--- config.mk ---
export PLATFORM = sky130hd
export DESIGN_NAME = ppu_ctrl
export DESIGN_NICKNAME = d
export VERILOG_FILES = /design/src/rtl/core/ppu_pkg.sv /design/src/rtl/core/ppu_ctrl.sv
export SDC_FILE = /design/constraint.sdc
export NUM_CORES = 1
export LEC_CHECK = 0
export ABC_CLOCK_PERIOD_IN_PS = 1710
export BUFFER_PORTS_ARGS = -buffer_cell sky130_fd_sc_hd__buf_2
export CORE_AREA = 10 10 47 49
export DETAILED_ROUTE_END_ITERATION = 12
export DIE_AREA = 0 0 57 59
export PLACE_DENSITY_LB_ADDON = 0.2
export SYNTH_ARGS = -nofsm -noshare
export SYNTH_HDL_FRONTEND = slang
export SYNTH_SLANG_ARGS = --single-unit
--- constraint.sdc ---
create_clock -name clock -period 1.71 [get_ports clock]
set_input_delay 0.0855 -clock clock [delete_from_list [all_inputs] [get_ports clock]]
set_output_delay 0.0855 -clock clock [all_outputs]
set_load 0.03 [all_outputs]
--- src/rtl/core/ppu_pkg.sv ---
// Shared types and constants for the projectile pool update block.
package ppu_pkg;

   localparam int unsigned MODE_W  = 3;
   localparam int unsigned POS_W   = 21;
   localparam int unsigned DIR_W   = 16;
   localparam int unsigned DT_W    = 16;
   localparam int unsigned LAYER_W = 2;
   localparam int unsigned IDXIN_W = 6;
   localparam int unsigned PIX_W   = 13;
   localparam int unsigned CFG_W   = 12;
   localparam int unsigned CSR_A_W = 2;

   localparam logic [MODE_W-1:0] MODE_CLEAR = 3'd0;
   localparam logic [MODE_W-1:0] MODE_TICK  = 3'd1;
   localparam logic [MODE_W-1:0] MODE_FIRE  = 3'd2;
   localparam logic [MODE_W-1:0] MODE_QUERY = 3'd3;
   localparam logic [MODE_W-1:0] MODE_DEACT = 3'd4;

   localparam logic [CSR_A_W-1:0] CSR_SPEED_NORMAL = 2'd0;
   localparam logic [CSR_A_W-1:0] CSR_SPEED_BOSS   = 2'd1;
   localparam logic [CSR_A_W-1:0] CSR_BOUND_RIGHT  = 2'd2;
   localparam logic [CSR_A_W-1:0] CSR_BOUND_BOTTOM = 2'd3;

   localparam logic [LAYER_W-1:0] LAYER_BOSS = 2'd2;

   localparam logic signed [POS_W-1:0] POS_MAX = 21'sd1048575;
   localparam logic signed [POS_W-1:0] POS_MIN = -21'sd1048576;

   typedef struct packed {
      logic load_req;
      logic cnt_clr;
      logic cnt_inc;
      logic exec;
      logic fire_wr;
      logic tick_issue;
      logic query_rd;
      logic load_rsp;
   } cmd_type;

   typedef struct packed {
      logic scan_free;
      logic cnt_last;
      logic pipe_empty;
      logic out_free;
   } status_type;

endpackage

--- src/rtl/core/ppu_ctrl.sv ---
// Command sequencer for the projectile pool.
module ppu_ctrl
   import ppu_pkg::*;
(
   input  logic              clock,
   input  logic              reset,
   input  logic              req_valid,
   input  logic [MODE_W-1:0] req_mode,
   output logic              req_stall,
   input  status_type        status,
   output cmd_type           cmd
);

   typedef enum logic [2:0] {
      IDLE, EXEC, SCAN, TICK, DRAIN, QREAD, FINISH
   } state_type;

   state_type state_ff, state_in;

   always_ff @(posedge clock) begin
      if (reset) begin
         state_ff <= IDLE;
      end else begin
         state_ff <= state_in;
      end
   end

   assign req_stall = (state_ff != IDLE);

   always_comb begin
      state_in = state_ff;
      cmd      = '0;
      case (state_ff)
         IDLE: begin
            if (req_valid) begin
               cmd.load_req = 1'b1;
               cmd.cnt_clr  = 1'b1;
               case (req_mode)
                  MODE_CLEAR: state_in = EXEC;
                  MODE_DEACT: state_in = EXEC;
                  MODE_TICK:  state_in = TICK;
                  MODE_FIRE:  state_in = SCAN;
                  MODE_QUERY: state_in = QREAD;
                  default:    state_in = FINISH;
               endcase
            end
         end
         EXEC: begin
            cmd.exec = 1'b1;
            state_in = FINISH;
         end
         SCAN: begin
            if (status.scan_free) begin
               cmd.fire_wr = 1'b1;
               state_in    = FINISH;
            end else if (status.cnt_last) begin
               state_in = FINISH;
            end else begin
               cmd.cnt_inc = 1'b1;
            end
         end
         TICK: begin
            cmd.tick_issue = 1'b1;
            cmd.cnt_inc    = 1'b1;
            if (status.cnt_last) state_in = DRAIN;
         end
         DRAIN: begin
            if (status.pipe_empty) state_in = FINISH;
         end
         QREAD: begin
            cmd.query_rd = 1'b1;
            state_in     = FINISH;
         end
         FINISH: begin
            if (status.out_free) begin
               cmd.load_rsp = 1'b1;
               state_in     = IDLE;
            end
         end
         default: state_in = IDLE;
      endcase
   end

   a_tick_only_in_tick: assert property (@(posedge clock) disable iff (reset)
      cmd.tick_issue |-> !req_stall || state_ff == TICK)
      else $error("tick issue outside tick walk");
   a_drain_follows_tick: assert property (@(posedge clock) disable iff (reset)
      state_ff == DRAIN |-> $past(state_ff) == TICK || $past(state_ff) == DRAIN)
      else $error("drain entered without a tick walk");
   a_finish_exit: assert property (@(posedge clock) disable iff (reset)
      (state_ff == FINISH && status.out_free) |=> state_ff == IDLE)
      else $error("finish did not release");

endmodule

* Word level (Yosys, flattened, before mapping)
Index checks and enable logic that the tools add are counted. Widths: inputs -> output; s select.
Word-level totals: register bits 3, input port bits 10, output and inout port bits 9, logic and storage cells 42
Operators by class: equal/unequal tests 15, mux-type cells 20, reduce and logical (&&, ||, !) cells 6
Operators with widths (number):
- $mux 3 | 6
- $pmux 3 s6 | 1
- $eq 3x2->1 const B | 4
- $eq 3x3->1 const B | 4
- $pmux 3 s4 | 1
- $mux 1 | 9
- $ne 2x2->1 const B | 4
- $eq 3x1->1 const B | 2
- $logic_not 3->1 | 2
- $reduce_and 5->1 | 1
- $mux 2 | 2
- $reduce_or 2->1 | 2
- $ne 3x3->1 const B | 1
- $reduce_bool 3->1 | 1
- $pmux 1 s2 | 1

* Logic depth before layout (Yosys ltp)
depth after elaboration 5, mapped depth 5, mapped depth without buffers 4

* Worst setup path before layout
OpenSTA, ideal clock, no wires.
kind reg-to-output, from reg state_ff[1], to out cmd[0] in the netlist's numbering, arrival 1.419 ns, required time 1.624 ns, setup slack 0.206 ns, cell stages (with the launch flop) 3, buffers on the path 1, cells stage by stage dfxtp_1 clkbuf_1 nor3b_1
RTL lines:
- start, declared | line ppu_ctrl.sv:18 | state_type state_ff, state_in;
- start signal, assigned | line ppu_ctrl.sv:24 | state_ff <= state_in;
- end, declared | line ppu_ctrl.sv:11 | output cmd_type cmd

* Worst setup path after layout
from reg state_ff[0], to reg state_ff[2]
On the way: longest elaborated chain between the ends 3, elaborated cells between the ends (all ways) 15, those cells by class eq/ne (11); mux (1); reduce/logical (3)
RTL lines:
- $eq 3x2->1 (tied with other cells) | line ppu_ctrl.sv:33 | case (state_ff)
- $ne 3x3->1 (no source line) (tied with other cells)
- $reduce_and 5->1 (no source line) or $pmux 3 s6 (tied branches)
Parallel ways exist; a longest one is shown, timed or not. A chain may end at the register's enable or synchronous reset.

==> run metrics <==
met3 usage under 10%; Seq/Total Area, Yosys between 15 and 20%; ranking of synthesized cells by area dfxtp_1 18%, and3b_1 11%, mux2i_1 6.2%; Worst VDD drop roughly 0.00056 V; slowest CP cell dfxtp_1; fin nets between 60 and 70; Crit path arrival time approximately 1.5 ns; Pint between 0.3 and 0.4 mW; DRC violations left 0; clock latency on the worst-skew pair 0.24 ns; ANT cells 0; Net Switching roughly 0.34 mW; Hold Buf Count CTS 0; Max transition margin ~70%; CP endpoint kind flop; Avg WL per Cell 12.27 µm; H-tree level count 1; synth unique cells 25; Syn Area/Cell ~8.3 µm²; number of CTS-inserted buffers 3; Post-Route Setup TNS 0 ns; EDFF count, synth 0; RR Startpoint state_ff[0]$_SDFFE_PP0P_; Die X-Extent between 50 and 60 µm; initial antenna violation count 0; max_cap viols 0; Req. time, crit path about 1.8 ns; final worst path period share between 80% and 90%; Pwr Density ~1600 nW/µm²; cells after synthesis 39; Synthesis Warnings 0; initial core utilization a little under a quarter; Yosys top cell area share 18.46%; Initial DRC Count 4; Clock power frac between 15 and 20%; CTS max path bufs 2; post-detail-place hpwl roughly 750 µm; clk sinks 3; Yosys top cell by area dfxtp_1; GRT Total Usage ~5.6%; busiest grt layer met2; Mapped Nets about 50; DIE HEIGHT between 50 and 60 µm; vias in the first global route 360; Comb pwr share roughly three fifths; Crit Path Class flop to flop; total gr overflow 0; Final Hold Fails 0; Top Registers state_ff x3; #FFs+latches synth 3; ANT nets after route 0; crit-path max cell delay 0.53 ns; CTS resizes 0; CTS tree yes; clock transition at the registers of the reported paths approximately 0.040 ns; Largest register FFs 3; crit-path cells nor2b_1, o32ai_1, a21oi_1, mux2i_1; CTS root buf clkbuf_4; Max Slew Vio Count 0; critical path fanouts, max 11; Global Route met1 Usage between 5 and 6%; Post-synth top cells 4 x and3b_1, 3 x a21oi_1, 3 x dfxtp_1, 3 x o21ai_0; Largest Register state_ff; Pleak between 0.2 and 0.25 nW; Pre-Repair DR Iteration Count 3; Flop pwr share about a fifth; share of cells above drive strength 1 roughly two fifths; largest net degree at the start of global routing 14; vias about 350; FF-to-FF setup slack ~0.32 ns; routed vias/inst about 4.7; worst hold path class input port to flop; WHS Path Cells 2; Hold Crit Start reset; status finished clean; Final Skew slightly above 0.005 ns; sw frac between 40 and 50%; Post-CTS Setup Inserts 0; final setup fails 0; worst reg-to-reg path cell count 4; # port buffers 18; I/O pin cnt 19; asr flop ratio synth 0%; top_reg_cell synth dfxtp_1; die area approximately 3400 µm²; global-route wire length before repair 1518 µm; Core ar. 1401 µm²; highest clock rate about 720 MHz; Core Rows 14; Hold WS 0.05899 ns; r2r endpoint state_ff[2]$_SDFFE_PP0P_; Least-Margin Pin Slew around 0.44 ns; synthesized area about 330 µm²; RSZ-0062 raised after global routing no; top-count cell post-synth and3b_1; P&R area growth vs syn 35.77%; final WL slightly above 900 µm; Routability Congestion between 0.7 and 0.8; crit start category flop; M2 GR Usage roughly a tenth; fin crit period ~1.4 ns; Min-Delay Endpoint state_ff[0]$_SDFFE_PP0P_
==> logic make-up after synthesis <==
logic type | Yosys count | share of synthesized area, %
flops | 3 | 18.46
fa+ha+maj | 1 | 3.077
compound gates | 12 | 26.54
buf+inv | 5 | 9.612
mux | 2 | 6.154
simple gates | 16 | 36.15
==> cell type report <==
cell class	count	area (µm²)
fillers	169	959.7
clock buffers	4	26.28
well taps	16	20.02
inverters	1	3.754
multi-input cells	31	234.0
repair buffers	19	97.59
flip-flops and latches	3	60.06
==> cells in the final DEF (no fill, tap or decap), types with 2 or more instances in the layout <==
| master | synthesis | final |
|---|---|---|
| a21oi_1 | 3 | 3 |
| and3b_1 | 4 | 4 |
| buf_2 | 1 | 18 |
| clkbuf_4 | 0 | 3 |
| dfxtp_1 | 3 | 3 |
| mux2i_1 | 2 | 2 |
| nand2_1 | 2 | 2 |
| nand2b_1 | 2 | 2 |
| nor2b_1 | 2 | 2 |
| nor3b_1 | 2 | 2 |
| o21ai_0 | 3 | 3 |
==> routing by layer <==
layer | share of wire [%] | wire, µm
met1 | 39 | 354
met2 | 55 | 501
met3 | 3.6 | 33
met4 | 2.1 | 19
met5 | 0 | 0
==> worst max path at each step <==
stage	start	endpoint	slack, ns
after global placement	state_ff[0]$_SDFFE_PP0P_	state_ff[2]$_SDFFE_PP0P_	0.33
final	state_ff[0]$_SDFFE_PP0P_	state_ff[2]$_SDFFE_PP0P_	0.32
after CTS	state_ff[2]$_SDFFE_PP0P_	cmd[6]	0.30
after global routing	state_ff[0]$_SDFFE_PP0P_	state_ff[2]$_SDFFE_PP0P_	0.14
after detailed placement	state_ff[0]$_SDFFE_PP0P_	state_ff[2]$_SDFFE_PP0P_	0.30
after floorplan	state_ff[1]$_SDFFE_PP0P_	cmd[0]	0.21
==> worst max-delay path, delay by kind of cell (launching register included) <==
kind             cells  cell delay [ns]
AND/OR/NAND/NOR      1             0.11
multiplexers         1             0.14
AO/OA/AOI/OAI        2             0.51
flip-flops           1             0.53
==> through the flow <==
step                      cells  instance area [µm²]  setup slack, ns  power (mW)  utilization, %
after floorplan              39                325.3           0.2060      0.4874               -
after global routing         74                441.7           0.1416      0.7495           31.52
after CTS                    74                441.7           0.2980      0.7048           31.52
final                        74                441.7           0.3155      0.6899           31.52
after global placement       70                415.4           0.3311      0.5767           29.64
after detailed placement     70                415.4           0.3035      0.5726           29.64
==> power by group through the flow <==
stage	Sequential, mW	Clock, mW	Combinational [mW]
6_report	0.148	0.127	0.416
5_1_grt	0.157	0.137	0.456
4_1_cts	0.150	0.132	0.423
3_5_place_dp	0.150	0	0.423
3_3_place_gp	0.150	0	0.426
2_1_floorplan	0.125	0	0.362
Note: power is estimated with default switching activity, not from simulation.
